==> src/rtl/host_port_endpoint_parser_macros.svh <==
// Assertion helpers for the endpoint parser.
`ifndef HOST_PORT_ENDPOINT_PARSER_MACROS_SVH
`define HOST_PORT_ENDPOINT_PARSER_MACROS_SVH

`ifndef ASSERT_OFF
`define HPEP_ASSERT(lbl, clk, rstn, prop, msg) \
  lbl: assert property (@(posedge clk) disable iff (!rstn) prop) else $error(msg);
`define HPEP_ASSERT_NEVER(lbl, clk, rstn, cond, msg) \
  `HPEP_ASSERT(lbl, clk, rstn, !(cond), msg)
`else
`define HPEP_ASSERT(lbl, clk, rstn, prop, msg)
`define HPEP_ASSERT_NEVER(lbl, clk, rstn, cond, msg)
`endif

`endif

==> src/rtl/hpep_pkg.sv <==
package hpep_pkg;

  localparam int unsigned HOST_CAP_DEF = 64;
  localparam int unsigned PORT_W       = 16;
  localparam int unsigned HL_W         = 6;

  localparam logic [7:0] CH_NUL      = 8'h00;
  localparam logic [7:0] CH_LBRACKET = 8'h5B;
  localparam logic [7:0] CH_RBRACKET = 8'h5D;
  localparam logic [7:0] CH_COLON    = 8'h3A;
  localparam logic [7:0] CH_DIGIT0   = 8'h30;
  localparam logic [7:0] CH_DIGIT9   = 8'h39;

  localparam logic [19:0] PORT_MAX = 20'd65535;

  typedef enum logic [2:0] {
    PH_START,
    PH_PLAIN,
    PH_BR_HOST,
    PH_BR_CLOSED,
    PH_BR_PORT,
    PH_BR_BAD
  } phase_e;

  typedef struct packed {
    logic              ok;
    logic              has_port;
    logic [PORT_W-1:0] port_number;
    logic              host_offset;
    logic [HL_W-1:0]   host_length;
  } verdict_t;

endpackage

==> src/rtl/host_port_endpoint_parser.sv <==
// Endpoint text parser, one byte per item.
// out_valid_o rises once the byte marked last has left the input register and its verdict is loaded into res_q.
// Throughput: 1 byte per cycle while no verdict waits; the parse state steps on each byte taken.
// A waiting verdict stalls only the next last byte; bytes before it keep flowing, later ones wait.
// Reset (rst_ni low, async): valids cleared, parser at start of text.
`include "host_port_endpoint_parser_macros.svh"

module host_port_endpoint_parser
  import hpep_pkg::*;
#(
  parameter int unsigned HOST_CAP = HOST_CAP_DEF
) (
  input  logic              clk_i,
  input  logic              rst_ni,
  input  logic              in_valid_i,
  output logic              in_ready_o,
  input  logic [7:0]        ch_i,
  input  logic              last_i,
  output logic              out_valid_o,
  input  logic              out_ready_i,
  output logic              ok_o,
  output logic              has_port_o,
  output logic [PORT_W-1:0] port_number_o,
  output logic              host_offset_o,
  output logic [HL_W-1:0]   host_length_o
);

  logic       s_valid;
  logic [7:0] s_ch;
  logic       s_last;
  logic       advance;
  logic       load;
  verdict_t   verdict;
  verdict_t   res_q;
  logic       out_valid_q, out_valid_d;
  logic       res_dirty;

  assign advance = s_valid && (!s_last || !out_valid_q || out_ready_i);
  assign load    = advance && s_last;

  hpep_in_reg u_in_reg (
    .clk_i      (clk_i),
    .rst_ni     (rst_ni),
    .in_valid_i (in_valid_i),
    .in_ready_o (in_ready_o),
    .ch_i       (ch_i),
    .last_i     (last_i),
    .advance_i  (advance),
    .valid_o    (s_valid),
    .ch_o       (s_ch),
    .last_o     (s_last)
  );

  hpep_parse #(
    .HOST_CAP (HOST_CAP)
  ) u_parse (
    .clk_i     (clk_i),
    .rst_ni    (rst_ni),
    .step_i    (advance),
    .ch_i      (s_ch),
    .last_i    (s_last),
    .verdict_o (verdict)
  );

  always_comb begin
    out_valid_d = out_valid_q;
    if (load) begin
      out_valid_d = 1'b1;
    end else if (out_ready_i) begin
      out_valid_d = 1'b0;
    end
  end

  always_ff @(posedge clk_i or negedge rst_ni) begin
    if (!rst_ni) begin
      out_valid_q <= 1'b0;
    end else begin
      out_valid_q <= out_valid_d;
    end
  end

  always_ff @(posedge clk_i) begin
    if (load) begin
      res_q <= verdict;
    end
  end

  assign out_valid_o   = out_valid_q;
  assign ok_o          = res_q.ok;
  assign has_port_o    = res_q.has_port;
  assign port_number_o = res_q.port_number;
  assign host_offset_o = res_q.host_offset;
  assign host_length_o = res_q.host_length;

  assign res_dirty = has_port_o || (port_number_o != '0) || host_offset_o ||
                     (host_length_o != '0);

  `HPEP_ASSERT(a_load_shows, clk_i, rst_ni, load |=> out_valid_o, "verdict lost after load")
  `HPEP_ASSERT_NEVER(a_fail_zero, clk_i, rst_ni, out_valid_o && !ok_o && res_dirty, "fail not zero")
  `HPEP_ASSERT_NEVER(a_port_nonzero, clk_i, rst_ni, out_valid_o && has_port_o && port_number_o == '0, "zero port")
  `HPEP_ASSERT_NEVER(a_no_overwrite, clk_i, rst_ni, load && out_valid_q && !out_ready_i, "overwrite")

endmodule

==> src/rtl/hpep_in_reg.sv <==
module hpep_in_reg
  import hpep_pkg::*;
(
  input  logic       clk_i,
  input  logic       rst_ni,
  input  logic       in_valid_i,
  output logic       in_ready_o,
  input  logic [7:0] ch_i,
  input  logic       last_i,
  input  logic       advance_i,
  output logic       valid_o,
  output logic [7:0] ch_o,
  output logic       last_o
);

  logic       valid_q;
  logic       valid_d;
  logic [7:0] ch_q;
  logic       last_q;

  assign in_ready_o = !valid_q || advance_i;

  always_comb begin
    valid_d = valid_q;
    if (in_ready_o) begin
      valid_d = in_valid_i;
    end
  end

  always_ff @(posedge clk_i or negedge rst_ni) begin
    if (!rst_ni) begin
      valid_q <= 1'b0;
    end else begin
      valid_q <= valid_d;
    end
  end

  always_ff @(posedge clk_i) begin
    if (in_ready_o && in_valid_i) begin
      ch_q   <= ch_i;
      last_q <= last_i;
    end
  end

  assign valid_o = valid_q;
  assign ch_o    = ch_q;
  assign last_o  = last_q;

endmodule

==> src/rtl/hpep_parse.sv <==
module hpep_parse
  import hpep_pkg::*;
#(
  parameter int unsigned HOST_CAP = HOST_CAP_DEF
) (
  input  logic       clk_i,
  input  logic       rst_ni,
  input  logic       step_i,
  input  logic [7:0] ch_i,
  input  logic       last_i,
  output verdict_t   verdict_o
);

  localparam int unsigned CNT_W = $clog2(HOST_CAP + 1);
  localparam int unsigned EXT_W = (CNT_W > HL_W) ? CNT_W : HL_W;
  localparam logic [CNT_W-1:0] CAP = CNT_W'(HOST_CAP);

  phase_e            phase_q, phase_d;
  logic [CNT_W-1:0]  total_q, total_d;
  logic [CNT_W-1:0]  cpos_q, cpos_d;
  logic [1:0]        ccnt_q, ccnt_d;
  logic [PORT_W-1:0] acc_q, acc_d;
  logic              seen_q, seen_d;
  logic              inv_q, inv_d;
  logic              ended_q, ended_d;

  logic              plain_byte;
  logic              port_byte;
  logic              is_digit;
  logic [3:0]        digit;
  logic [19:0]       acc_next;
  logic [CNT_W-1:0]  total_inc;
  logic [CNT_W-1:0]  host;
  logic [EXT_W-1:0]  host_ext;
  logic              port_good;
  logic              ok;
  logic              has_port;
  logic              offset;

  assign is_digit  = (ch_i >= CH_DIGIT0) && (ch_i <= CH_DIGIT9);
  assign digit     = 4'((ch_i - CH_DIGIT0) & 8'h0F);
  assign acc_next  = 20'({acc_q, 3'b000}) + 20'({acc_q, 1'b0}) + 20'(digit);
  assign total_inc = (total_q < CAP) ? total_q + 1'b1 : CAP;

  always_comb begin
    phase_d    = phase_q;
    total_d    = total_q;
    cpos_d     = cpos_q;
    ccnt_d     = ccnt_q;
    acc_d      = acc_q;
    seen_d     = seen_q;
    inv_d      = inv_q;
    ended_d    = ended_q;
    plain_byte = 1'b0;
    port_byte  = 1'b0;

    if (!ended_q) begin
      if (ch_i == CH_NUL) begin
        ended_d = 1'b1;
      end else begin
        case (phase_q)
          PH_START: begin
            if (ch_i == CH_LBRACKET) begin
              phase_d = PH_BR_HOST;
            end else begin
              phase_d    = PH_PLAIN;
              plain_byte = 1'b1;
            end
          end
          PH_PLAIN: plain_byte = 1'b1;
          PH_BR_HOST: begin
            if (ch_i == CH_RBRACKET) begin
              phase_d = PH_BR_CLOSED;
            end else begin
              total_d = total_inc;
            end
          end
          PH_BR_CLOSED: phase_d = (ch_i == CH_COLON) ? PH_BR_PORT : PH_BR_BAD;
          PH_BR_PORT:   port_byte = 1'b1;
          default: ;
        endcase
      end
    end

    if (plain_byte) begin
      if (ch_i == CH_COLON) begin
        if (ccnt_q == 2'd0) begin
          cpos_d = total_q;
          ccnt_d = 2'd1;
        end else begin
          ccnt_d = 2'd2;
        end
      end else if (ccnt_q == 2'd1) begin
        port_byte = 1'b1;
      end
      total_d = total_inc;
    end

    if (port_byte) begin
      if (is_digit) begin
        seen_d = 1'b1;
        if (!inv_q) begin
          if (acc_next > PORT_MAX) begin
            inv_d = 1'b1;
          end else begin
            acc_d = acc_next[PORT_W-1:0];
          end
        end
      end else begin
        inv_d = 1'b1;
      end
    end
  end

  // verdict from the state as it stands after this byte
  always_comb begin
    ok        = 1'b0;
    has_port  = 1'b0;
    offset    = 1'b0;
    host      = '0;
    port_good = seen_d && !inv_d && (acc_d != '0);
    case (phase_d)
      PH_PLAIN: begin
        if (ccnt_d == 2'd1) begin
          host     = cpos_d;
          has_port = 1'b1;
          ok       = (cpos_d != '0) && port_good;
        end else begin
          host = total_d;
          ok   = (total_d != '0);
        end
      end
      PH_BR_CLOSED, PH_BR_PORT: begin
        host     = total_d;
        offset   = 1'b1;
        has_port = (phase_d == PH_BR_PORT);
        ok       = (total_d != '0) && (!has_port || port_good);
      end
      default: ;
    endcase
    if (host >= CAP) begin
      ok = 1'b0;
    end
  end

  assign host_ext = EXT_W'(host);

  always_comb begin
    verdict_o = '0;
    if (ok) begin
      verdict_o.ok          = 1'b1;
      verdict_o.has_port    = has_port;
      verdict_o.port_number = has_port ? acc_d : '0;
      verdict_o.host_offset = offset;
      verdict_o.host_length = host_ext[HL_W-1:0];
    end
  end

  always_ff @(posedge clk_i or negedge rst_ni) begin
    if (!rst_ni) begin
      phase_q <= PH_START;
      total_q <= '0;
      cpos_q  <= '0;
      ccnt_q  <= '0;
      acc_q   <= '0;
      seen_q  <= 1'b0;
      inv_q   <= 1'b0;
      ended_q <= 1'b0;
    end else if (step_i) begin
      if (last_i) begin
        phase_q <= PH_START;
        total_q <= '0;
        cpos_q  <= '0;
        ccnt_q  <= '0;
        acc_q   <= '0;
        seen_q  <= 1'b0;
        inv_q   <= 1'b0;
        ended_q <= 1'b0;
      end else begin
        phase_q <= phase_d;
        total_q <= total_d;
        cpos_q  <= cpos_d;
        ccnt_q  <= ccnt_d;
        acc_q   <= acc_d;
        seen_q  <= seen_d;
        inv_q   <= inv_d;
        ended_q <= ended_d;
      end
    end
  end

endmodule

==> config.mk <==
export PLATFORM = sky130hd
export DESIGN_NAME = host_port_endpoint_parser
export DESIGN_NICKNAME = d
export VERILOG_FILES = /design/src/rtl/hpep_pkg.sv /design/src/rtl/host_port_endpoint_parser.sv /design/src/rtl/hpep_in_reg.sv /design/src/rtl/hpep_parse.sv
export VERILOG_INCLUDE_DIRS = /design/src /design/src/rtl
export SDC_FILE = /design/constraint.sdc
export NUM_CORES = 1
export LEC_CHECK = 0
export BUFFER_PORTS_ARGS = -buffer_cell sky130_fd_sc_hd__buf_2
export CORE_MARGIN = 3
export CORE_UTILIZATION = 47
export DETAILED_ROUTE_END_ITERATION = 10
export SETUP_SLACK_MARGIN = 0.3
export SLEW_MARGIN = 0
export SYNTH_ARGS = -nofsm -noshare
export SYNTH_HDL_FRONTEND = slang
export SYNTH_HIERARCHICAL = 1
export SYNTH_SLANG_ARGS = --single-unit
==> constraint.sdc <==
create_clock -name clk_i -period 4.2 [get_ports clk_i]
set_clock_uncertainty 0.15 [all_clocks]
set_input_delay 0.42 -clock clk_i [delete_from_list [all_inputs] [get_ports clk_i]]
set_output_delay 0.42 -clock clk_i [all_outputs]
set_load 0.005 [all_outputs]
==> reports/metrics.yaml, run 1 <==
wl_per_cell_um: 17.9
fmax_mhz: 262
grt_pass1_wl_um: 20400
num_vias: 4339
start_util: 0.484
setup_violations: 0
numPortBuffers: 39
hold_ws_ns: 0.0843
cts_tree: "yes"
slew_violations: 0
slowest_stage: "fa_1"
syn_avg_cell_area_sq_um: 9.51
reg2reg_depth: 14
area_growth_pct: 16.1
dr.pass1.iters: 4
hold_violations: 0
fin_nets: 622
synthCells: 528
cts_buffers: 9
syn_area_sq_um: 5020
r2r_slack_ns: 0.38
antenna-diode-count: 0
yosys_most_used_dff: "dfrtp_1"
seq_area_frac_synth: 0.403
fin_crit_sh: 0.909
peakVddDrop_mv: 0.263
utilization: 0.562
grt_pass1_vias: 4101
finalSetupTns_ns: 0
routed_wl_um: 12800
p_total_mw: 1.91
synth_edf_count: 34
r2r-start: "u_in_reg/ch_o[3]"
fp.coreArea_sq_um: 10400
gp_congestion: 0.929
power_density_nw_per_um2: 328
multi_input_area_sq_um: 2910
crit_top_cell: "buf_4"
yosysWarnings: 6
clock-sinks: 74
path_max_fanout: 16
clock_latency_ns: 0.34
syn_nets: 575
cp.arrival_ns: 3.73
regArea_sq_um: 2020
fill_cells: 931
run_status: "complete, no violations"
cpPeakStageDelay_ns: 0.55
die_area_sq_um: 12000
p_leak_nw: 2.41
startpoint_type: "register"
worstMarginPinSlew_ns: 1.01
synth_top_cells_by_count: "a21oi_1 (49), nor2_1 (48), dfrtp_1 (40)"
drc: 0
synth_top_cell_area_share: 0.203
layout-drive-gt1-share: 0.214
grt_use_total: 0.217
critPathCaptureType: "register"
dpl-instance-area_sq_um: 5340
grt.overflow.total: 0
cp.required_ns: 4.11
synthDistinctLibCells: 77
path_cells: "inv_1 -> fa_1 -> inv_2 -> fa_2 -> a21oi_1 -> o221a_2 -> o21ai_2 -> a2111o_1 -> o31ai_2 -> nand4b_1 -> buf_4 -> buf_4 -> mux2i_1 -> nor2_1"
drt_iter0_markers: 261
r2r-end: "port_number_o[7]"
synth_area_leaders: "edfxtp_1 (20%), dfrtp_1 (20%), ha_1 (8.0%)"
final_antenna_net_count: 0
grt_setup_unrepaired: "false"
synth_seq_cells: 74
dp_hpwl_um: 8850
antenna_found_initial: 0
ios: 40
clockRootBuffer: "clkbuf_8"
yosys.area.top_type: "edfxtp_1"
clk_pin_slew_worst_paths_ns: 0.08
fin_crit_ns: 3.82
cap_violations: 0
critical_path.startpoint: "u_in_reg/ch_o[3]"
cts_max_level: 3
slew_headroom: 0.320
synth_most_common_cell: "a21oi_1"
grt_max_degree: 41
crit_type: "register to register"
dieHeight_um: 109
viasPerCell: 6.06
finalInstanceArea_sq_um: 5830
postCtsHoldBufs: 0
async_reset_ff_frac: 0.541
holdCritPathClass: "primary input to asynchronous set/reset pin"
rows: 37
die_w_um: 109
clock_path_buffers: 2
[power by group]
part	internal, mW	leakage, nW	switching (mW)	total, mW
Clock	0.337	0.107	0.273	0.610
Sequential	0.820	0.876	0.0679	0.888
Combinational	0.177	1.42	0.234	0.411
[area by class of cell]
class | count | area share
Multi-Input combinational cell | 392 | 0.499
Sequential cell | 74 | 0.347
Timing Repair Buffer | 62 | 0.0638
Tap cell | 136 | 0.0292
Inverter | 36 | 0.0238
Clock buffer | 10 | 0.0219
Clock inverter | 6 | 0.0155
[worst max path at each step]
stage	endpoint	slack, ns	depth (start not counted)
2_1_floorplan	ok_o	0.46	14
3_3_place_gp	host_length_o[2]	0.16	13
3_5_place_dp	host_length_o[1]	0.06	13
4_1_cts	u_parse/acc_q[0]	0.30	14
5_1_grt	port_number_o[7]	0.28	12
6_report	port_number_o[7]	0.38	14
[per-stage QoR]
step	instances	worst slack, ns
3_3_place_gp	686	0.158
3_5_place_dp	686	0.0551
5_1_grt	716	0.277
4_1_cts	707	0.299
6_report	716	0.382
2_1_floorplan	528	0.464
[critical path: cells and delay by family, from the launching register on]
family,cells,cell delay (ns)
muxes,1,0.30
and+or+nand+nor,2,0.25
buffers and inverters,4,0.50
DFF,1,0.35
AOI/OAI and AO/OA,5,1.05
adders and majority gates,2,0.94
[repair_timing]
item | in CTS | in global routing
buffers inserted | 5 | 8
resized for setup | 3 | 31
pin swaps | 6 | 11
endpoints found under the setup margin | 31 | 37
gates cloned | 0 | 1
[cells by family (layout without fill, tap and decap cells)]
family | after synthesis | count (layout) | synth area share
buffers and inverters | 63 | 114 | 0.0518
adder cells (fa/ha/maj) | 34 | 34 | 0.0877
flip-flops | 74 | 74 | 0.403
AO/OA/AOI/OAI | 163 | 164 | 0.229
AND/OR/NAND/NOR | 165 | 165 | 0.174
XOR/XNOR | 15 | 15 | 0.0262
multiplexers | 14 | 14 | 0.0282
[flip-flops by register name, indices dropped and copies added, names as in the netlist, 2 cells and up]
signal and cells:
u_parse/cpos_q 7, u_parse/total_q 7, u_parse/acc_q 16, port_number_o 16, u_parse/phase_q 3, u_in_reg/ch_o 8, host_length_o 6, u_parse/ccnt_q 2
[metal layers]
metal | track usage | share of wire | up-vias
met1 | 0.308 | 0.48 | 2064
met5 | 0 | 0 | -
met3 | 0.0440 | 0.060 | 16
met4 | 0.0757 | 0.017 | 0
li1 | - | - | 2094
met2 | 0.330 | 0.44 | 165
[layout by cell type (no fill, tap or decap), types with 4 or more instances in the layout]
cell       n
o21ai_0    8
clkbuf_8   9
nand4_1    6
nand3_1   12
o22ai_1   18
nor2_1    46
ha_1      29
a211oi_1   4
buf_2     39
nand4b_1   6
edfxtp_1  34
xor2_1     7
dfrtp_1   39
inv_1     34
buf_4     22
o211ai_1   4
nor3_1    11
a21oi_2    6
a21oi_1   44
a31oi_1    4
o21ai_1    5
nand2_1   35
nand2b_1   5
nor2b_1    4
xnor2_1    7
o21a_1     6
or4_1      4
a22o_1    13
nor4_1    11
mux2i_1   13
o22a_1     6
Note: power is estimated with default switching activity, not from simulation.
==> run 2, diff against run 1 <==
--- a/config.mk
+++ b/config.mk
@@ -8,8 +8,9 @@
 export LEC_CHECK = 0
 export BUFFER_PORTS_ARGS = -buffer_cell sky130_fd_sc_hd__buf_2
 export CORE_MARGIN = 3
-export CORE_UTILIZATION = 47
+export CORE_UTILIZATION = 30
 export DETAILED_ROUTE_END_ITERATION = 10
+export PLACE_DENSITY = 0.45
 export SETUP_SLACK_MARGIN = 0.3
 export SLEW_MARGIN = 0
 export SYNTH_ARGS = -nofsm -noshare
==> run 2 against run 1 <==
Register-to-register slack got worse by 0.08 ns. Final cell count grew 12%. Die area rose by 53%. First-iteration DRC count shrank 2.3%. Final area increased by 4.7%. Wire length up 9.4%. Sequential cell count unchanged. Largest cell class unchanged. Worst setup slack worse by 0.081 ns.
==> reports/metrics.yaml, run 2 (synthesis gave the netlist of run 1 again) <==
slew_headroom: 0.276  # -0.0443
grt.overflow.total: 0  # unchanged
setup_violations: 0  # unchanged
rows: 46  # +24%
grt_max_degree: 41  # unchanged
grt_pass1_wl_um: 22700  # +11%
dieHeight_um: 135  # +24%
cts_tree: "yes"
grt_pass1_vias: 4242  # +3.4%
dp_slack_ns: 0.0325  # -0.0227 ns
cp.arrival_ns: 3.85  # +0.12 ns
layout_common_cells: "a21oi_1 (42), nor2_1 (40), buf_2 (39), dfrtp_1 (39), nand2_1 (35)"
worstMarginPinSlew_ns: 1.08  # +0.0658 ns
clock_latency_ns: 0.34  # about the same
hold_violations: 0  # unchanged
cts_max_level: 3  # unchanged
grt_setup_unrepaired: "true"
fin_crit_ns: 3.90  # +0.0809 ns
fp.coreArea_sq_um: 16100  # +55%
fill_cells: 1657  # +78%
p_total_mw: 2.08  # +9.1%
postCtsHoldBufs: 0  # unchanged
dpl-instance-area_sq_um: 5480  # +2.7%
num_vias: 4315  # -0.55%
antenna_found_initial: 0  # unchanged
cts_buffers: 9  # unchanged
final_common_cell: "a21oi_1"
finalInstanceArea_sq_um: 6100  # +4.7%
r2r-end: "host_length_o[3]"
p_leak_nw: 2.44  # +1.2%
clk_pin_slew_worst_paths_ns: 0.06  # -0.02 ns
area_growth_pct: 21.6
layout-drive-gt1-share: 0.242  # +0.0285
clockRootBuffer: "clkbuf_16"
run_status: "complete, no violations"
dp_hpwl_um: 9830  # +11%
holdCritPathClass: "primary input to asynchronous set/reset pin"
slew_violations: 0  # unchanged
fin_crit_sh: 0.928  # +0.0193
die_w_um: 135  # +24%
antenna-diode-count: 0  # unchanged
startpoint_type: "register"
critPathCaptureType: "register"
routed_wl_um: 14000  # +9.4%
dr.pass1.iters: 5  # +1
setup_ws_ns: 0.301  # -0.0809 ns
peakVddDrop_mv: 0.264  # +0.15%
drc: 0  # unchanged
reg2reg_depth: 14  # unchanged
fmax_mhz: 256  # -2.1%
viasPerCell: 5.38  # -11%
die_area_sq_um: 18300  # +53%
crit_type: "register to register"
path_max_fanout: 7  # -9
ios: 40  # unchanged
fin_nets: 628  # +0.96%
clock_path_buffers: 2  # unchanged
drt_iter0_markers: 255  # -2.3%
numPortBuffers: 39  # unchanged
clock-sinks: 74  # unchanged
wl_per_cell_um: 17.5  # -2.3%
hold_ws_ns: 0.0875  # +0.00317 ns
cp.required_ns: 4.15  # +0.04 ns
regArea_sq_um: 2020  # unchanged
multi_input_area_sq_um: 2950  # +1.5%
grt_use_total: 0.156  # -0.0607
start_util: 0.311  # -0.173
gp_congestion: 0.901  # -3.0%
cap_violations: 0  # unchanged
power_density_nw_per_um2: 341  # +4.2%
r2r_slack_ns: 0.30  # -0.08 ns
final_antenna_net_count: 0  # unchanged
finalSetupTns_ns: 0  # unchanged
r2r-start: "u_in_reg/ch_o[3]"
[run 2: changes by cell type in the layout (fill, tap and decap cells not counted), moves of 2 or more]
cell       previous run  this run
mux2i_2               0         2
a21oi_2               6         8
nor2_1               46        40
o21ai_1               5         3
buf_4                22        25
ha_1                 29        31
nor2_2                2         8
clkbuf_16             0         9
mux2i_1              13        11
a21oi_1              44        42
clkbuf_8              9         1
[run 2: where the power goes]
group / internal, mW / switching (mW)
logic: 0.179 / 0.246
registers: 0.821 / 0.0638
clock network: 0.474 / 0.298
[run 2: what timing repair did]
item                       in CTS  in global routing
pin swaps                       6                 16
buffers inserted                4                  8
setup endpoints to repair      30                 41
gates cloned                    0                  2
gates resized for setup        11                 35
[run 2: worst max path at each step]
stage,depth (start not counted),slack (ns),to,startpoint
2_1_floorplan,14,0.46,ok_o,u_in_reg/ch_o[3]
3_3_place_gp,12,0.20,host_length_o[2],u_in_reg/ch_o[2]
3_5_place_dp,12,0.03,host_length_o[3],u_in_reg/ch_o[2]
4_1_cts,12,0.28,u_parse/acc_q[5],u_in_reg/ch_o[2]
5_1_grt,14,0.18,host_length_o[3],u_in_reg/ch_o[3]
6_report,14,0.30,host_length_o[3],u_in_reg/ch_o[3]
[run 2: worst max-delay path, stage by stage (launching register included)]
cell and delay, ns:
edfxtp_1 0.36, inv_2 0.05, fa_1 0.54, inv_2 0.05
fa_1 0.46, or4_4 0.44, nor3_4 0.16, o21ai_2 0.08
nor4_2 0.18, nand4_1 0.20, nor4_4 0.37, o21bai_4 0.19
a22oi_2 0.21, buf_6 0.15, nor2_1 0.05
[run 2: per-stage QoR]
stage,std cells,utilization
floorplan,528,-
global placement,772,0.340
detailed placement,772,0.340
CTS,792,0.364
global route,802,0.379
finish,802,0.379
[run 2: metal layers]
| metal | GRT usage | part of all wire | up-vias |
|---|---|---|---|
| li1 | - | - | 2111 |
| met1 | 0.226 | 0.49 | 2084 |
| met2 | 0.237 | 0.45 | 107 |
| met3 | 0.0342 | 0.047 | 13 |
| met4 | 0.0403 | 0.011 | 0 |
| met5 | 0 | 0 | - |
[run 2: area by class of cell]
class | instances | share of cell area
Clock buffer | 11 | 0.0398
Timing Repair Buffer | 67 | 0.0697
Tap cell | 216 | 0.0443
Sequential cell | 74 | 0.332
Clock inverter | 5 | 0.00902
Multi-Input combinational cell | 393 | 0.483
Inverter | 36 | 0.0221
